[src/sv/json_token_lexer_unit_macros.svh]
// Assertion macros shared by the JSON token lexer RTL.
`ifndef JSON_TOKEN_LEXER_UNIT_MACROS_SVH
`define JSON_TOKEN_LEXER_UNIT_MACROS_SVH

`ifndef ASSERT_OFF
// Same-cycle implication, disabled while reset is asserted.
`define JTL_ASSERT_IMP(label, clk, rst_n, ante, cons, msg) \
    label: assert property (@(posedge clk) disable iff (!rst_n) (ante) |-> (cons)) \
        else $error(msg);
// Next-cycle implication, disabled while reset is asserted.
`define JTL_ASSERT_NXT(label, clk, rst_n, ante, cons, msg) \
    label: assert property (@(posedge clk) disable iff (!rst_n) (ante) |=> (cons)) \
        else $error(msg);
`else
`define JTL_ASSERT_IMP(label, clk, rst_n, ante, cons, msg)
`define JTL_ASSERT_NXT(label, clk, rst_n, ante, cons, msg)
`endif

`endif

[src/sv/jtl_pkg.sv]
// Types, character codes and keyword tables for the JSON token lexer.
package jtl_pkg;

    // Token kinds as they appear on the result channel
    typedef enum logic [3:0] {
        KIND_END       = 4'd0,
        KIND_LBRACE    = 4'd1,
        KIND_LBRACKET  = 4'd2,
        KIND_RBRACE    = 4'd3,
        KIND_RBRACKET  = 4'd4,
        KIND_COMMA     = 4'd5,
        KIND_COLON     = 4'd6,
        KIND_SEMICOLON = 4'd7,
        KIND_STRING    = 4'd8,
        KIND_NUMBER    = 4'd9,
        KIND_TRUE      = 4'd10,
        KIND_FALSE     = 4'd11,
        KIND_NULL      = 4'd12,
        KIND_INVALID   = 4'd13
    } token_kind_t;

    // Keyword selector
    typedef enum logic [1:0] {
        KW_TRUE  = 2'd0,
        KW_FALSE = 2'd1,
        KW_NULL  = 2'd2
    } kw_sel_t;

    localparam int MAX_TOKENS = 3;

    typedef struct packed {
        token_kind_t kind;
        logic [31:0] start;
        logic [31:0] length;
        logic [31:0] line;
    } token_t;

    // All tokens caused by one input byte, packed from slot 0
    typedef struct packed {
        logic [1:0]                  count;
        token_t [MAX_TOKENS-1:0]     tok;
    } bundle_t;

    localparam logic [31:0] SAT32 = 32'hFFFF_FFFF;

    localparam logic [7:0] CH_TAB       = 8'h09;
    localparam logic [7:0] CH_NL        = 8'h0A;
    localparam logic [7:0] CH_VT        = 8'h0B;
    localparam logic [7:0] CH_FF        = 8'h0C;
    localparam logic [7:0] CH_CR        = 8'h0D;
    localparam logic [7:0] CH_SPACE     = 8'h20;
    localparam logic [7:0] CH_QUOTE     = 8'h22;
    localparam logic [7:0] CH_PLUS      = 8'h2B;
    localparam logic [7:0] CH_COMMA     = 8'h2C;
    localparam logic [7:0] CH_MINUS     = 8'h2D;
    localparam logic [7:0] CH_DOT       = 8'h2E;
    localparam logic [7:0] CH_0         = 8'h30;
    localparam logic [7:0] CH_9         = 8'h39;
    localparam logic [7:0] CH_COLON     = 8'h3A;
    localparam logic [7:0] CH_SEMICOLON = 8'h3B;
    localparam logic [7:0] CH_UPPER_E   = 8'h45;
    localparam logic [7:0] CH_LBRACKET  = 8'h5B;
    localparam logic [7:0] CH_BSLASH    = 8'h5C;
    localparam logic [7:0] CH_RBRACKET  = 8'h5D;
    localparam logic [7:0] CH_A         = 8'h61;
    localparam logic [7:0] CH_LOWER_E   = 8'h65;
    localparam logic [7:0] CH_F         = 8'h66;
    localparam logic [7:0] CH_L         = 8'h6C;
    localparam logic [7:0] CH_N         = 8'h6E;
    localparam logic [7:0] CH_R         = 8'h72;
    localparam logic [7:0] CH_S         = 8'h73;
    localparam logic [7:0] CH_T         = 8'h74;
    localparam logic [7:0] CH_U         = 8'h75;
    localparam logic [7:0] CH_LBRACE    = 8'h7B;
    localparam logic [7:0] CH_RBRACE    = 8'h7D;

    // Length of a keyword in bytes
    function automatic logic [2:0] kw_len(kw_sel_t k);
        logic [2:0] len;
        len = (k == KW_FALSE) ? 3'd5 : 3'd4;
        return len;
    endfunction

    // Expected byte of a keyword at a given position
    function automatic logic [7:0] kw_char(kw_sel_t k, logic [2:0] idx);
        logic [7:0] c;
        c = 8'h00;
        case (k)
            KW_FALSE:
            begin
                case (idx)
                    3'd0: c = CH_F;
                    3'd1: c = CH_A;
                    3'd2: c = CH_L;
                    3'd3: c = CH_S;
                    3'd4: c = CH_LOWER_E;
                    default: c = 8'h00;
                endcase
            end
            KW_NULL:
            begin
                case (idx)
                    3'd0: c = CH_N;
                    3'd1: c = CH_U;
                    3'd2: c = CH_L;
                    3'd3: c = CH_L;
                    default: c = 8'h00;
                endcase
            end
            default:
            begin
                case (idx)
                    3'd0: c = CH_T;
                    3'd1: c = CH_R;
                    3'd2: c = CH_U;
                    3'd3: c = CH_LOWER_E;
                    default: c = 8'h00;
                endcase
            end
        endcase
        return c;
    endfunction

    // Token kind emitted for a completed keyword
    function automatic token_kind_t kw_kind(kw_sel_t k);
        token_kind_t t;
        case (k)
            KW_FALSE: t = KIND_FALSE;
            KW_NULL:  t = KIND_NULL;
            default:  t = KIND_TRUE;
        endcase
        return t;
    endfunction

endpackage

[src/sv/jtl_if.sv]
// Valid/ready channel interfaces for text bytes in and tokens out.
interface jtl_in_if;
    logic       valid;
    logic       ready;
    logic [7:0] data_byte;
    logic       end_of_input;

    modport source (output valid, output data_byte, output end_of_input, input ready);
    modport sink (input valid, input data_byte, input end_of_input, output ready);
endinterface

interface jtl_out_if;
    logic        valid;
    logic        ready;
    logic [3:0]  token_kind;
    logic [31:0] token_start;
    logic [31:0] token_length;
    logic [31:0] token_line;
    logic        last_of_run;

    modport source (
        output valid, output token_kind, output token_start, output token_length,
        output token_line, output last_of_run, input ready
    );
    modport sink (
        input valid, input token_kind, input token_start, input token_length,
        input token_line, input last_of_run, output ready
    );
endinterface

[src/sv/jtl_lexer_core.sv]
// Lexer state machine: classifies one byte per beat and registers its token bundle.
`include "json_token_lexer_unit_macros.svh"

module jtl_lexer_core #(
    parameter int OFFSET_WIDTH = 32
) (
    input  logic              clk,
    input  logic              rst_n,
    jtl_in_if.sink            char_stream,
    output logic              bundle_valid,
    output jtl_pkg::bundle_t  bundle,
    input  logic              bundle_take
);

    typedef enum logic [8:0] {
        MODE_IDLE  = 9'b000000001,
        MODE_STR   = 9'b000000010,
        MODE_NSIGN = 9'b000000100,
        MODE_NINT  = 9'b000001000,
        MODE_NFRAC = 9'b000010000,
        MODE_EMARK = 9'b000100000,
        MODE_ESIGN = 9'b001000000,
        MODE_EDIG  = 9'b010000000,
        MODE_KW    = 9'b100000000
    } mode_t;

    mode_t                   mode_reg, mode_next;
    logic [OFFSET_WIDTH-1:0] offset_reg, offset_next;
    logic [31:0]             line_reg, line_next;
    logic [OFFSET_WIDTH-1:0] pstart_reg, pstart_next;
    logic [31:0]             plen_reg, plen_next;
    logic [2:0]              kw_idx_reg, kw_idx_next;
    jtl_pkg::kw_sel_t        kw_sel_reg, kw_sel_next;
    logic                    pbs_reg, pbs_next;

    logic                    bval_reg, bval_next;
    jtl_pkg::bundle_t        bundle_reg, bundle_next;

    logic                    accept;
    jtl_pkg::token_t [3:0]   tok;
    logic [3:0]              tv;

    // Next mode of a number after one more byte
    function automatic mode_t number_next(mode_t m, logic [7:0] b);
        logic  dig;
        logic  e;
        mode_t nx;
        dig = (b >= jtl_pkg::CH_0) && (b <= jtl_pkg::CH_9);
        e   = (b == jtl_pkg::CH_LOWER_E) || (b == jtl_pkg::CH_UPPER_E);
        case (m)
            MODE_NSIGN: nx = dig ? MODE_NINT : MODE_IDLE;
            MODE_NINT:  nx = dig ? MODE_NINT : (b == jtl_pkg::CH_DOT) ? MODE_NFRAC :
                             e ? MODE_EMARK : MODE_IDLE;
            MODE_NFRAC: nx = dig ? MODE_NFRAC : e ? MODE_EMARK : MODE_IDLE;
            MODE_EMARK: nx = dig ? MODE_EDIG :
                             ((b == jtl_pkg::CH_PLUS) || (b == jtl_pkg::CH_MINUS)) ?
                             MODE_ESIGN : MODE_IDLE;
            MODE_ESIGN: nx = dig ? MODE_EDIG : MODE_IDLE;
            default:    nx = dig ? MODE_EDIG : MODE_IDLE;
        endcase
        return nx;
    endfunction

    function automatic logic is_number(mode_t m);
        return (m == MODE_NSIGN) || (m == MODE_NINT) || (m == MODE_NFRAC) ||
               (m == MODE_EMARK) || (m == MODE_ESIGN) || (m == MODE_EDIG);
    endfunction

    // Build one token; the offset is cut or zero-extended to 32 bits
    function automatic jtl_pkg::token_t mk_token(
        jtl_pkg::token_kind_t    kind,
        logic [OFFSET_WIDTH-1:0] start,
        logic [31:0]             len,
        logic [31:0]             line
    );
        jtl_pkg::token_t t;
        logic [63:0]     wide;
        wide     = 64'(start);
        t.kind   = kind;
        t.start  = wide[31:0];
        t.length = len;
        t.line   = line;
        return t;
    endfunction

    assign char_stream.ready = !bval_reg || bundle_take;
    assign accept            = char_stream.valid && char_stream.ready;
    assign bundle_valid      = bval_reg;
    assign bundle            = bundle_reg;

    // Classify the byte, update the pending token and collect emitted tokens
    always_comb
    begin
        logic [7:0]              b;
        logic [OFFSET_WIDTH-1:0] off_inc;
        logic [31:0]             plen_grow;
        logic [31:0]             line_inc;
        logic                    run_idle;
        mode_t                   nx;
        logic [2:0]              klen;
        logic [2:0]              cnt;

        b         = char_stream.data_byte;
        off_inc   = offset_reg + OFFSET_WIDTH'(1);
        plen_grow = (plen_reg == jtl_pkg::SAT32) ? plen_reg : plen_reg + 32'd1;
        line_inc  = (line_reg == jtl_pkg::SAT32) ? line_reg : line_reg + 32'd1;
        run_idle  = 1'b0;
        nx        = MODE_IDLE;
        klen      = jtl_pkg::kw_len(kw_sel_reg);

        mode_next   = mode_reg;
        offset_next = offset_reg;
        line_next   = line_reg;
        pstart_next = pstart_reg;
        plen_next   = plen_reg;
        kw_idx_next = kw_idx_reg;
        kw_sel_next = kw_sel_reg;
        pbs_next    = pbs_reg;

        tv  = '0;
        tok = '0;

        // Advance the pending token, close it when the byte ends it
        unique case (mode_reg) inside
            MODE_STR:
            begin
                if ((b == jtl_pkg::CH_QUOTE) && !pbs_reg)
                begin
                    tv[0]     = 1'b1;
                    tok[0]    = mk_token(jtl_pkg::KIND_STRING, pstart_reg, plen_reg, line_reg);
                    mode_next = MODE_IDLE;
                end
                else
                begin
                    plen_next = plen_grow;
                    pbs_next  = (b == jtl_pkg::CH_BSLASH) && !pbs_reg;
                end
            end
            MODE_NSIGN, MODE_NINT, MODE_NFRAC, MODE_EMARK, MODE_ESIGN, MODE_EDIG:
            begin
                nx = number_next(mode_reg, b);
                if (nx != MODE_IDLE)
                begin
                    mode_next = nx;
                    plen_next = plen_grow;
                end
                else
                begin
                    tv[0]     = 1'b1;
                    tok[0]    = mk_token(jtl_pkg::KIND_NUMBER, pstart_reg, plen_reg, line_reg);
                    mode_next = MODE_IDLE;
                    run_idle  = 1'b1;
                end
            end
            MODE_KW:
            begin
                if ((kw_idx_reg < klen) && (b == jtl_pkg::kw_char(kw_sel_reg, kw_idx_reg)))
                begin
                    plen_next   = plen_grow;
                    kw_idx_next = kw_idx_reg + 3'd1;
                    if ((4'(kw_idx_reg) + 4'd1) >= 4'(klen))
                    begin
                        tv[0]     = 1'b1;
                        tok[0]    = mk_token(jtl_pkg::kw_kind(kw_sel_reg), pstart_reg,
                                             plen_grow, line_reg);
                        mode_next = MODE_IDLE;
                    end
                end
                else
                begin
                    tv[0]     = 1'b1;
                    tok[0]    = mk_token(jtl_pkg::KIND_INVALID, pstart_reg, plen_reg, line_reg);
                    mode_next = MODE_IDLE;
                    run_idle  = 1'b1;
                end
            end
            default:
            begin
                run_idle = 1'b1;
            end
        endcase

        // Lex the byte between tokens
        if (run_idle)
        begin
            case (b) inside
                jtl_pkg::CH_SPACE, jtl_pkg::CH_TAB, jtl_pkg::CH_VT, jtl_pkg::CH_FF,
                jtl_pkg::CH_CR:
                begin
                end
                jtl_pkg::CH_NL:
                begin
                    line_next = line_inc;
                end
                jtl_pkg::CH_LBRACE:
                begin
                    tv[1]  = 1'b1;
                    tok[1] = mk_token(jtl_pkg::KIND_LBRACE, offset_reg, 32'd1, line_reg);
                end
                jtl_pkg::CH_LBRACKET:
                begin
                    tv[1]  = 1'b1;
                    tok[1] = mk_token(jtl_pkg::KIND_LBRACKET, offset_reg, 32'd1, line_reg);
                end
                jtl_pkg::CH_RBRACE:
                begin
                    tv[1]  = 1'b1;
                    tok[1] = mk_token(jtl_pkg::KIND_RBRACE, offset_reg, 32'd1, line_reg);
                end
                jtl_pkg::CH_RBRACKET:
                begin
                    tv[1]  = 1'b1;
                    tok[1] = mk_token(jtl_pkg::KIND_RBRACKET, offset_reg, 32'd1, line_reg);
                end
                jtl_pkg::CH_COMMA:
                begin
                    tv[1]  = 1'b1;
                    tok[1] = mk_token(jtl_pkg::KIND_COMMA, offset_reg, 32'd1, line_reg);
                end
                jtl_pkg::CH_COLON:
                begin
                    tv[1]  = 1'b1;
                    tok[1] = mk_token(jtl_pkg::KIND_COLON, offset_reg, 32'd1, line_reg);
                end
                jtl_pkg::CH_SEMICOLON:
                begin
                    tv[1]  = 1'b1;
                    tok[1] = mk_token(jtl_pkg::KIND_SEMICOLON, offset_reg, 32'd1, line_reg);
                end
                jtl_pkg::CH_QUOTE:
                begin
                    mode_next   = MODE_STR;
                    pstart_next = off_inc;
                    plen_next   = 32'd0;
                    pbs_next    = 1'b0;
                end
                jtl_pkg::CH_MINUS:
                begin
                    mode_next   = MODE_NSIGN;
                    pstart_next = offset_reg;
                    plen_next   = 32'd1;
                end
                jtl_pkg::CH_T, jtl_pkg::CH_F, jtl_pkg::CH_N:
                begin
                    mode_next   = MODE_KW;
                    pstart_next = offset_reg;
                    plen_next   = 32'd1;
                    kw_idx_next = 3'd1;
                    kw_sel_next = (b == jtl_pkg::CH_T) ? jtl_pkg::KW_TRUE :
                                  (b == jtl_pkg::CH_F) ? jtl_pkg::KW_FALSE : jtl_pkg::KW_NULL;
                end
                [jtl_pkg::CH_0:jtl_pkg::CH_9]:
                begin
                    mode_next   = MODE_NINT;
                    pstart_next = offset_reg;
                    plen_next   = 32'd1;
                end
                default:
                begin
                    tv[1]  = 1'b1;
                    tok[1] = mk_token(jtl_pkg::KIND_INVALID, offset_reg, 32'd1, line_reg);
                end
            endcase
        end

        // Flush on the final byte, then drop back to the start of a new text
        if (char_stream.end_of_input)
        begin
            if (mode_next == MODE_STR)
            begin
                tv[2]  = 1'b1;
                tok[2] = mk_token(jtl_pkg::KIND_STRING, pstart_next, plen_next, line_next);
            end
            else if (is_number(mode_next))
            begin
                tv[2]  = 1'b1;
                tok[2] = mk_token(jtl_pkg::KIND_NUMBER, pstart_next, plen_next, line_next);
            end
            else if (mode_next == MODE_KW)
            begin
                tv[2]  = 1'b1;
                tok[2] = mk_token(jtl_pkg::KIND_INVALID, pstart_next, plen_next, line_next);
            end
            tv[3]  = 1'b1;
            tok[3] = mk_token(jtl_pkg::KIND_END, off_inc, 32'd0, line_next);

            mode_next   = MODE_IDLE;
            offset_next = '0;
            line_next   = 32'd1;
            pstart_next = '0;
            plen_next   = 32'd0;
            kw_idx_next = 3'd0;
            kw_sel_next = jtl_pkg::KW_TRUE;
            pbs_next    = 1'b0;
        end
        else
        begin
            offset_next = off_inc;
        end

        // Pack the emitted tokens into consecutive slots
        cnt         = 3'd0;
        bundle_next = '0;
        for (int i = 0; i < 4; i++)
        begin
            if (tv[i])
            begin
                if (cnt < 3'(jtl_pkg::MAX_TOKENS))
                begin
                    bundle_next.tok[cnt[1:0]] = tok[i];
                end
                cnt = cnt + 3'd1;
            end
        end
        bundle_next.count = cnt[1:0];
    end

    // Bundle slot: free when taken, filled by a beat that emits tokens
    always_comb
    begin
        bval_next = bval_reg && !bundle_take;
        if (accept && (bundle_next.count != 2'd0))
        begin
            bval_next = 1'b1;
        end
    end

    // Lexer state and bundle valid
    always_ff @(posedge clk or negedge rst_n)
    begin
        if (!rst_n)
        begin
            mode_reg   <= MODE_IDLE;
            offset_reg <= '0;
            line_reg   <= 32'd1;
            pstart_reg <= '0;
            plen_reg   <= 32'd0;
            kw_idx_reg <= 3'd0;
            kw_sel_reg <= jtl_pkg::KW_TRUE;
            pbs_reg    <= 1'b0;
            bval_reg   <= 1'b0;
        end
        else
        begin
            bval_reg <= bval_next;
            if (accept)
            begin
                mode_reg   <= mode_next;
                offset_reg <= offset_next;
                line_reg   <= line_next;
                pstart_reg <= pstart_next;
                plen_reg   <= plen_next;
                kw_idx_reg <= kw_idx_next;
                kw_sel_reg <= kw_sel_next;
                pbs_reg    <= pbs_next;
            end
        end
    end

    // Bundle payload
    always_ff @(posedge clk)
    begin
        if (accept && (bundle_next.count != 2'd0))
        begin
            bundle_reg <= bundle_next;
        end
    end

    `JTL_ASSERT_NXT(a_end_restarts, clk, rst_n, accept && char_stream.end_of_input, (offset_reg == '0) && (line_reg == 32'd1) && (mode_reg == MODE_IDLE), "final byte did not restart the lexer")
    `JTL_ASSERT_IMP(a_line_nonzero, clk, rst_n, 1'b1, line_reg != 32'd0, "line count reached zero")

endmodule

[src/sv/jtl_token_serializer.sv]
// Output stage: holds one token bundle and sends its tokens one beat at a time.
`include "json_token_lexer_unit_macros.svh"

module jtl_token_serializer (
    input  logic              clk,
    input  logic              rst_n,
    input  logic              bundle_valid,
    input  jtl_pkg::bundle_t  bundle,
    output logic              bundle_take,
    jtl_out_if.source         token_stream
);

    jtl_pkg::bundle_t hold_reg;
    logic [1:0]       idx_reg, idx_next;
    logic             active_reg, active_next;
    logic             last_tok;
    logic             finishing;
    jtl_pkg::token_t  cur;

    assign cur       = hold_reg.tok[idx_reg];
    assign last_tok  = (idx_reg == (hold_reg.count - 2'd1));
    assign finishing = active_reg && token_stream.ready && last_tok;
    assign bundle_take = bundle_valid && (!active_reg || finishing);

    // Drive the current token
    assign token_stream.valid        = active_reg;
    assign token_stream.token_kind   = cur.kind;
    assign token_stream.token_start  = cur.start;
    assign token_stream.token_length = cur.length;
    assign token_stream.token_line   = cur.line;
    assign token_stream.last_of_run  = last_tok;

    // Load a new bundle or advance through the held one
    always_comb
    begin
        idx_next    = idx_reg;
        active_next = active_reg;
        if (bundle_take)
        begin
            idx_next    = 2'd0;
            active_next = 1'b1;
        end
        else if (active_reg && token_stream.ready)
        begin
            if (last_tok)
            begin
                active_next = 1'b0;
            end
            else
            begin
                idx_next = idx_reg + 2'd1;
            end
        end
    end

    always_ff @(posedge clk or negedge rst_n)
    begin
        if (!rst_n)
        begin
            idx_reg    <= 2'd0;
            active_reg <= 1'b0;
        end
        else
        begin
            idx_reg    <= idx_next;
            active_reg <= active_next;
        end
    end

    // Hold the bundle payload
    always_ff @(posedge clk)
    begin
        if (bundle_take)
        begin
            hold_reg <= bundle;
        end
    end

    `JTL_ASSERT_IMP(a_end_is_last, clk, rst_n, token_stream.valid && (token_stream.token_kind == jtl_pkg::KIND_END), token_stream.last_of_run, "end token not last of its run")
    `JTL_ASSERT_IMP(a_idx_in_range, clk, rst_n, active_reg, idx_reg < hold_reg.count, "token index beyond bundle count")

endmodule

[src/sv/json_token_lexer_unit.sv]
// Each token is registered in bundle_reg, then in the serializer's hold_reg.
// Throughput: one byte per cycle while each byte gives at most one token and the
// output is ready; a byte with more tokens holds the single-token port till all are sent.
// Reset (rst_n, async, active low): lexer idle, offset 0, line 1, stages empty.
// Top level of the JSON token lexer: lexer core followed by the token serializer.
module json_token_lexer_unit #(
    parameter int OFFSET_WIDTH = 32
) (
    input  logic       clk,
    input  logic       rst_n,
    jtl_in_if.sink     char_stream,
    jtl_out_if.source  token_stream
);

    logic             bundle_valid;
    logic             bundle_take;
    jtl_pkg::bundle_t bundle;

    // Classify bytes and register their tokens
    jtl_lexer_core #(
        .OFFSET_WIDTH (OFFSET_WIDTH)
    ) u_core (
        .clk          (clk),
        .rst_n        (rst_n),
        .char_stream  (char_stream),
        .bundle_valid (bundle_valid),
        .bundle       (bundle),
        .bundle_take  (bundle_take)
    );

    // Send tokens one beat at a time
    jtl_token_serializer u_serializer (
        .clk          (clk),
        .rst_n        (rst_n),
        .bundle_valid (bundle_valid),
        .bundle       (bundle),
        .bundle_take  (bundle_take),
        .token_stream (token_stream)
    );

endmodule

[src/flat_wrapper.sv]
// flat-port wrapper written by rule: the top's interface ports become plain ports
module json_token_lexer_unit_flat 
#(
    parameter int OFFSET_WIDTH = 32
)
  (clk, rst_n, char_stream_valid, char_stream_data_byte, char_stream_end_of_input, char_stream_ready, token_stream_valid, token_stream_token_kind, token_stream_token_start, token_stream_token_length, token_stream_token_line, token_stream_last_of_run, token_stream_ready);
  jtl_in_if char_stream_i ();
  jtl_out_if token_stream_i ();
  input  logic clk;
  input  logic rst_n;
  input wire logic [$bits(char_stream_i.valid)-1:0] char_stream_valid;
  input wire logic [$bits(char_stream_i.data_byte)-1:0] char_stream_data_byte;
  input wire logic [$bits(char_stream_i.end_of_input)-1:0] char_stream_end_of_input;
  output wire logic [$bits(char_stream_i.ready)-1:0] char_stream_ready;
  output wire logic [$bits(token_stream_i.valid)-1:0] token_stream_valid;
  output wire logic [$bits(token_stream_i.token_kind)-1:0] token_stream_token_kind;
  output wire logic [$bits(token_stream_i.token_start)-1:0] token_stream_token_start;
  output wire logic [$bits(token_stream_i.token_length)-1:0] token_stream_token_length;
  output wire logic [$bits(token_stream_i.token_line)-1:0] token_stream_token_line;
  output wire logic [$bits(token_stream_i.last_of_run)-1:0] token_stream_last_of_run;
  input wire logic [$bits(token_stream_i.ready)-1:0] token_stream_ready;
  assign char_stream_i.valid = char_stream_valid;
  assign char_stream_i.data_byte = char_stream_data_byte;
  assign char_stream_i.end_of_input = char_stream_end_of_input;
  assign char_stream_ready = char_stream_i.ready;
  assign token_stream_valid = token_stream_i.valid;
  assign token_stream_token_kind = token_stream_i.token_kind;
  assign token_stream_token_start = token_stream_i.token_start;
  assign token_stream_token_length = token_stream_i.token_length;
  assign token_stream_token_line = token_stream_i.token_line;
  assign token_stream_last_of_run = token_stream_i.last_of_run;
  assign token_stream_i.ready = token_stream_ready;
  json_token_lexer_unit #(.OFFSET_WIDTH(OFFSET_WIDTH)) u_core (.clk(clk), .rst_n(rst_n), .char_stream(char_stream_i), .token_stream(token_stream_i));
endmodule
[config.mk]
export PLATFORM = sky130hd
export DESIGN_NAME = json_token_lexer_unit_flat
export DESIGN_NICKNAME = d
export VERILOG_FILES = /design/src/sv/jtl_pkg.sv /design/src/sv/jtl_if.sv /design/src/sv/jtl_lexer_core.sv /design/src/sv/jtl_token_serializer.sv /design/src/sv/json_token_lexer_unit.sv /design/src/flat_wrapper.sv
export VERILOG_INCLUDE_DIRS = /design/src /design/src/sv
export SDC_FILE = /design/constraint.sdc
export NUM_CORES = 1
export LEC_CHECK = 0
export CAP_MARGIN = 20
export CORE_MARGIN = 2
export CORE_UTILIZATION = 31
export DETAILED_ROUTE_END_ITERATION = 6
export DONT_BUFFER_PORTS = 1
export GPL_TIMING_DRIVEN = 0
export MAX_ROUTING_LAYER = met4
export PLACE_DENSITY = 0.47
export SYNTH_ARGS = -nofsm -noshare
export SYNTH_HDL_FRONTEND = slang
export SYNTH_HIERARCHICAL = 1
export SYNTH_SLANG_ARGS = --single-unit
[constraint.sdc]
create_clock -name clk -period 89 [get_ports clk]
set_input_delay 4.45 -clock clk [delete_from_list [all_inputs] [get_ports clk]]
set_output_delay 4.45 -clock clk [all_outputs]
set_load 0.02 [all_outputs]
==> results.py, run 1 <==
metrics = {
    "hold_path": {
        "hold_depth": 0,
        "hold_class": "register to register",
    },
    "place": {
        "place_inst": 4919,
        "hpwl_um": 84400,
        "port_buffers": 0,
        "place.gp.congestion": 0.924,
    },
    "worst_setup_path": {
        "cp_num_buf_inv": 5,
        "worstSetupStartpointType": "input pin",
        "reg2regPathDepth": 23,
        "path_max_fanout": 11,
        "endpoint_kind": "register",
        "critPathArrivalTime_ps": 12010,
        "path_cells": "buf_2, nor3_1, a2111o_1, a2111oi_0, a31o_2, nand3_1, nor2_1, clkbuf_1, clkbuf_1, fa_1, clkbuf_1, nor2_1, nand2_1, a211o_1, a21oi_1, nor2_1, clkbuf_1, o21ai_0, o311ai_0",
        "path_delay_family": "compound AO/OA/AOI/OAI gates",
        "slowest_stage": "clkbuf_1",
        "worst_path_most_repeated_cell": "clkbuf_1",
        "critPathKind": "input pin to register",
        "required_ps": 89270,
        "path_depth": 19,
        "critical_path.max_stage_delay_ps": 580,
    },
    "routing": {
        "drt.antenna.violating_nets": 0,
        "dr.pass1.iters": 5,
        "via_per_inst": 5.41,
        "wirelength_um": 122000,
        "num_vias": 27400,
        "routedWlPerCell_um": 24.0,
        "drt_iter0_drc": 2593,
        "route.detailed.drc": 0,
    },
    "cells_and_area": {
        "syn2layout_area_growth_pct": 14.4,
        "drive_gt1_frac": 0.0747,
        "most-common-layout-cells": "edfxtp_1 (603), nand2_1 (447), nor2_1 (265)",
        "fillerInstances": 11700,
        "final_cell_count_no_fill": 5075,
        "area.sequential_um2": 21800,
        "multiInputGateArea_um2": 13100,
        "final_common_cell": "edfxtp_1",
        "largest_reg_flops": 302,
        "nets": 3510,
    },
    "synthesis": {
        "synth_top_area_frac": 0.500,
        "synth.largest_area_cell": "edfxtp_1",
        "ys_warn_count": 6,
        "synth_cells": 3361,
        "syn_area_per_cell_um2": 10.8,
        "synth-seq-cells": 750,
        "syn_nets": 3391,
        "synth_cell_types": 96,
        "synth_area_um2": 36200,
        "async_flop_share": 0.196,
        "netlist_top_cells_area": "edfxtp_1 (50%), dfrtp_1 (10%), nand2_1 (4.6%), o21ai_0 (3.5%), mux2i_1 (3.3%)",
        "synthFlopType": "edfxtp_1",
        "synth-seq-area-share": 0.602,
        "synth_edf_count": 603,
    },
    "global_route": {
        "track_usage": 0.206,
        "antenna_found_initial": 2,
        "gr-total-overflow": 0,
        "grt_max_degree": 148,
        "grt_pass1_vias": 26600,
        "grt_pass1_wl_um": 180000,
    },
    "floorplan": {
        "die_area_um2": 120000,
        "die_width_um": 346,
        "row_count": 125,
        "io_pins": 116,
        "die_h_um": 346,
        "start_util": 0.312,
        "core_um2": 116000,
    },
    "sta": {
        "clock.fmax_mhz": 85.2,
        "slew_headroom": 0.207,
        "finClkSkew_ps": 37.1,
        "hold_violations": 0,
        "setup_tns_ps": 0,
        "drv_slew": 0,
        "setup_viol": 0,
        "period_share": 0.132,
        "rsz0062_at_grt": "false",
        "worst_slew_pin_slew_ps": 1190,
        "fin_crit_ps": 11740,
    },
    "clocking": {
        "htreeDepth": 3,
        "post_cts_resize_count": 0,
        "cts.sinks": 750,
        "postCtsSetupBuffers": 0,
        "cts_tree": "built",
        "cts_root_buffer": "clkbuf_16",
        "cts_hold_buf": 0,
        "path_clk_slew_ps": 60,
        "worstSkewPairLatency_ps": 670,
        "cts_buffers": 82,
        "clockBufferDepth": 3,
    },
    "status": {
        "run_status": "finished, final reports clean",
    },
    "power_and_ir_drop": {
        "ir_drop_mv": 0.0151,
        "leakage_uw": 0.0141,
        "power-per-cell-area_nw_per_um2": 32.4,
    },
    "job": {
        "max_cap_viol_count": 0,
    },
}
==> final cells by class <==
class                   count  area share
repair buffers             35      0.0140
clock inverters            41      0.0106
inverters                  56     0.00507
multi-input cells        2278       0.315
flip-flops and latches    750       0.526
diodes                      3    0.000181
well taps                1524      0.0460
plain buffers             277      0.0284
clock buffers             111      0.0544
==> power by group <==
part	total (µW)	switching [µW]	internal, µW
Sequential	560	36.5	524
Combinational	437	319	117
Clock	344	145	199
==> routing by layer <==
metal | part of all wire | vias up | track usage
met4 | 0.031 | 0 | 0.0693
li1 | - | 12600 | -
met2 | 0.46 | 962 | 0.321
met3 | 0.064 | 199 | 0.0323
met1 | 0.44 | 13600 | 0.274
met5 | 0 | - | -
==> metrics by stage <==
| stage | instance area (µm²) | utilization | setup WS (ps) | power (µW) | hold WS, ps |
|---|---|---|---|---|---|
| floorplan | 36200 | - | 43790 | 922 | 400 |
| global placement | 38100 | 0.329 | 22440 | 1110 | 400 |
| detailed placement | 38700 | 0.334 | 76780 | 1010 | 405 |
| CTS | 41400 | 0.357 | 77460 | 1360 | 402 |
| global route | 41400 | 0.357 | 77040 | 1410 | 404 |
| finish | 41400 | 0.357 | 77260 | 1340 | 396 |
==> synthesized netlist by cell type (5+ instances only) <==
cell,count
and4_1,5
buf_4,16
nand4_1,15
inv_1,52
o311a_1,7
o311ai_0,18
nor2_1,265
a22oi_1,5
nand3_1,147
buf_1,14
a211oi_1,29
ha_1,16
a22o_1,23
xnor2_1,59
o211ai_1,34
or3_1,32
o2bb2ai_1,8
and3_1,45
nand2b_1,18
a32oi_1,5
nor3_1,67
dfrtp_1,145
a21oi_1,178
nor2b_1,25
a21oi_4,5
buf_2,51
and2_1,15
o22ai_1,77
a21o_1,9
o22a_1,21
o21a_1,15
xor2_1,33
nand2_1,447
mux2i_1,118
o21ai_1,132
clkbuf_1,194
a31oi_1,24
edfxtp_1,603
a211o_1,5
o31ai_1,16
nor4_1,14
o21ai_0,256
==> final timing paths <==
path	end	slack, ps	start
setup / recovery	u_core/u_core/bundle[191]$_DFFE_PP_	77260	char_stream_data_byte[1]
hold / removal	u_core/u_serializer/hold_reg[96]$_DFFE_PP_	400	u_core/u_core/bundle[96]$_DFFE_PP_
setup reg to reg	u_core/u_core/bundle[191]$_DFFE_PP_	79790	u_core/u_core/kw_idx_reg[2]$_DFFE_PN0P_
hold reg to reg	u_core/u_serializer/hold_reg[96]$_DFFE_PP_	400	u_core/u_core/bundle[96]$_DFFE_PP_
max in group asynchronous	u_core/u_core/pstart_reg[5]$_DFFE_PN0P_	85090	rst_n
min in group asynchronous	u_core/u_core/line_reg[22]$_DFFE_PN0P_	3520	rst_n
==> cell families (layout without fill, tap and decap cells) <==
group	count (synthesis)	count (layout)	synth area share
other	1	4	0.000104
and+or+nand+nor	1127	1127	0.142
muxes	120	120	0.0335
buffers and inverters	333	520	0.0383
xor gates and xnor gates	93	93	0.0227
adders and majority gates	17	17	0.00608
AOI/OAI and AO/OA	920	920	0.156
DFF	750	750	0.602
Note: power is estimated with default switching activity, not from simulation.
==> run 2, diff against run 1 <==
- PLACE_DENSITY: 0.47 -> 0.48
- clock period: 89 -> 9.6 ns (I/O delays scaled with it)
==> run 2 against run 1 <==
Combinational power increased to 9.5 times the previous value. Hold slack got worse by 280 ps. Die area did not move. Critical endpoint is now u_core/u_core/bundle[192]$_DFFE_PP_.
==> results.py, run 2 (synthesis gave the netlist of run 1 again) <==
metrics = {
    "status": {
        "run_status": "finished, final reports clean",
    },
    "worst_setup_path": {
        "rr_endpoint": "u_core/u_core/bundle[192]$_DFFE_PP_",
        "critPathKind": "register to register",
        "endpoint_kind": "register",
        "reg2reg_slack_ps": 530,
        "path_max_fanout": 11,
        "worstSetupStartpointType": "register",
        "reg2regPathDepth": 23,
        "timing.rr.start": "u_core/u_core/kw_idx_reg[2]$_DFFE_PN0P_",
        "required_ps": 9930,
        "critPathArrivalTime_ps": 9400,
    },
    "sta": {
        "finClkSkew_ps": 39.5,
        "worst_slew_pin_slew_ps": 1180,
        "slew_headroom": 0.210,
        "drv_slew": 0,
        "setup_tns_ps": 0,
        "period_share": 0.945,
        "clock.fmax_mhz": 110,
        "hold_violations": 0,
        "setup_viol": 0,
        "fin_crit_ps": 9070,
    },
    "hold_path": {
        "hold_depth": 3,
        "min_to": "u_core/u_serializer/idx_reg[1]$_DFFE_PN0P_",
        "hold_class": "input pin to register",
        "holdCritStartpoint": "token_stream_ready",
    },
    "job": {
        "max_cap_viol_count": 0,
    },
    "routing": {
        "drt_iter0_drc": 2874,
        "route.detailed.drc": 0,
        "dr.pass1.iters": 5,
        "wirelength_um": 121000,
        "routedWlPerCell_um": 23.8,
        "drt.antenna.violating_nets": 0,
        "via_per_inst": 5.41,
        "num_vias": 27500,
    },
    "cells_and_area": {
        "most-common-layout-cells": "edfxtp_1 (603), nand2_1 (445), nor2_1 (265)",
        "drive_gt1_frac": 0.0788,
        "syn2layout_area_growth_pct": 15.3,
        "largest_reg_flops": 302,
        "multiInputGateArea_um2": 13100,
        "fillerInstances": 11600,
        "final_cell_count_no_fill": 5083,
        "final_common_cell": "edfxtp_1",
        "nets": 3517,
        "area.sequential_um2": 21800,
    },
    "clocking": {
        "clockBufferDepth": 3,
        "cts_hold_buf": 3,
        "cts_tree": "built",
        "post_cts_resize_count": 0,
        "htreeDepth": 3,
        "cts_root_buffer": "clkbuf_16",
        "cts_buffers": 84,
        "worstSkewPairLatency_ps": 680,
        "path_clk_slew_ps": 60,
        "cts.sinks": 750,
        "postCtsSetupBuffers": 0,
    },
    "global_route": {
        "grt_pass1_vias": 26400,
        "antenna_found_initial": 5,
        "track_usage": 0.204,
        "grt_max_degree": 148,
        "grt_pass1_wl_um": 178000,
        "gr-total-overflow": 0,
    },
    "floorplan": {
        "io_pins": 116,
        "die_area_um2": 120000,
        "row_count": 125,
        "die_h_um": 346,
        "die_width_um": 346,
        "core_um2": 116000,
        "start_util": 0.312,
    },
    "power_and_ir_drop": {
        "power-per-cell-area_nw_per_um2": 303,
        "ir_drop_mv": 0.142,
        "finalPower_uw": 12700,
        "leakage_uw": 0.0142,
    },
    "place": {
        "place_inst": 4920,
        "hpwl_um": 83800,
        "place.gp.congestion": 0.908,
        "port_buffers": 0,
    },
}
==> run 2: routing by layer <==
| metal | GRT usage | routed length [µm] | up-vias | share of wire |
|---|---|---|---|---|
| li1 | - | - | 12700 | - |
| met1 | 0.267 | 52500 | 13700 | 0.43 |
| met2 | 0.318 | 56600 | 978 | 0.47 |
| met3 | 0.0373 | 8310 | 211 | 0.069 |
| met4 | 0.0717 | 3710 | 0 | 0.031 |
| met5 | - | 0 | - | 0 |
==> run 2: how the worst max path moves through the flow <==
stage | start | endpoint | slack, ps | cells past startpoint
6_report | u_core/u_core/kw_idx_reg[2]$_DFFE_PN0P_ | u_core/u_core/bundle[192]$_DFFE_PP_ | 530 | 23
5_1_grt | u_core/u_core/kw_sel_reg[1]$_DFFE_PN0P_ | u_core/u_core/bundle[191]$_DFFE_PP_ | -20 | 27
4_1_cts | u_core/u_core/kw_idx_reg[2]$_DFFE_PN0P_ | u_core/u_core/bundle[191]$_DFFE_PP_ | 660 | 28
3_5_place_dp | u_core/u_core/kw_idx_reg[2]$_DFFE_PN0P_ | u_core/u_core/bundle[191]$_DFFE_PP_ | 700 | 28
3_3_place_gp | u_core/u_core/bundle_valid$_DFF_PN0_ | u_core/u_core/bundle[43]$_DFFE_PP_ | -12150 | 9
2_1_floorplan | u_core/u_core/bundle_valid$_DFF_PN0_ | u_core/u_core/bundle[0]$_DFFE_PP_ | -5180 | 9
==> run 2: area by class of cell <==
type / instances / area share
Antenna cell: 5 / 0.000300
Buffer: 277 / 0.0284
Clock buffer: 106 / 0.0540
Clock inverter: 47 / 0.0131
Inverter: 56 / 0.00503
Multi-Input combinational cell: 2278 / 0.313
Sequential cell: 750 / 0.522
Tap cell: 1524 / 0.0457
Timing Repair Buffer: 40 / 0.0188
==> run 2: power breakdown <==
part | internal [µW] | switching, µW | leakage (µW)
Clock | 1960 | 1350 | 0.00136
Combinational | 1150 | 2990 | 0.00537
Sequential | 4850 | 343 | 0.00751
Total | 7970 | 4690 | 0.0142
==> run 2: worst max-delay path: stages, from the launching register on <==
cell and delay (ps):
dfrtp_1 390, buf_4 180, inv_1 110, ha_1 150, buf_2 180, o21ai_0 110, a2111oi_0 640, xor2_1 130
a2111oi_0 520, a31o_2 450, nand3_1 480, nor2_1 470, clkbuf_1 570, clkbuf_1 580, fa_1 520, clkbuf_1 270
nor2_1 390, nand2_1 160, a211o_1 260, a21oi_1 630, nor2_1 500, clkbuf_1 510, o21ai_0 260, o311ai_0 260
==> run 2: per-stage QoR <==
stage	setup WS (ps)	util	cell area [µm²]	hold slack (ps)
floorplan	-5180	-	36300	184
global placement	-12150	0.329	38200	210
detailed placement	702	0.335	38900	211
CTS	663	0.360	41700	55.7
global route	-23.2	0.360	41800	115
finish	528	0.360	41800	119
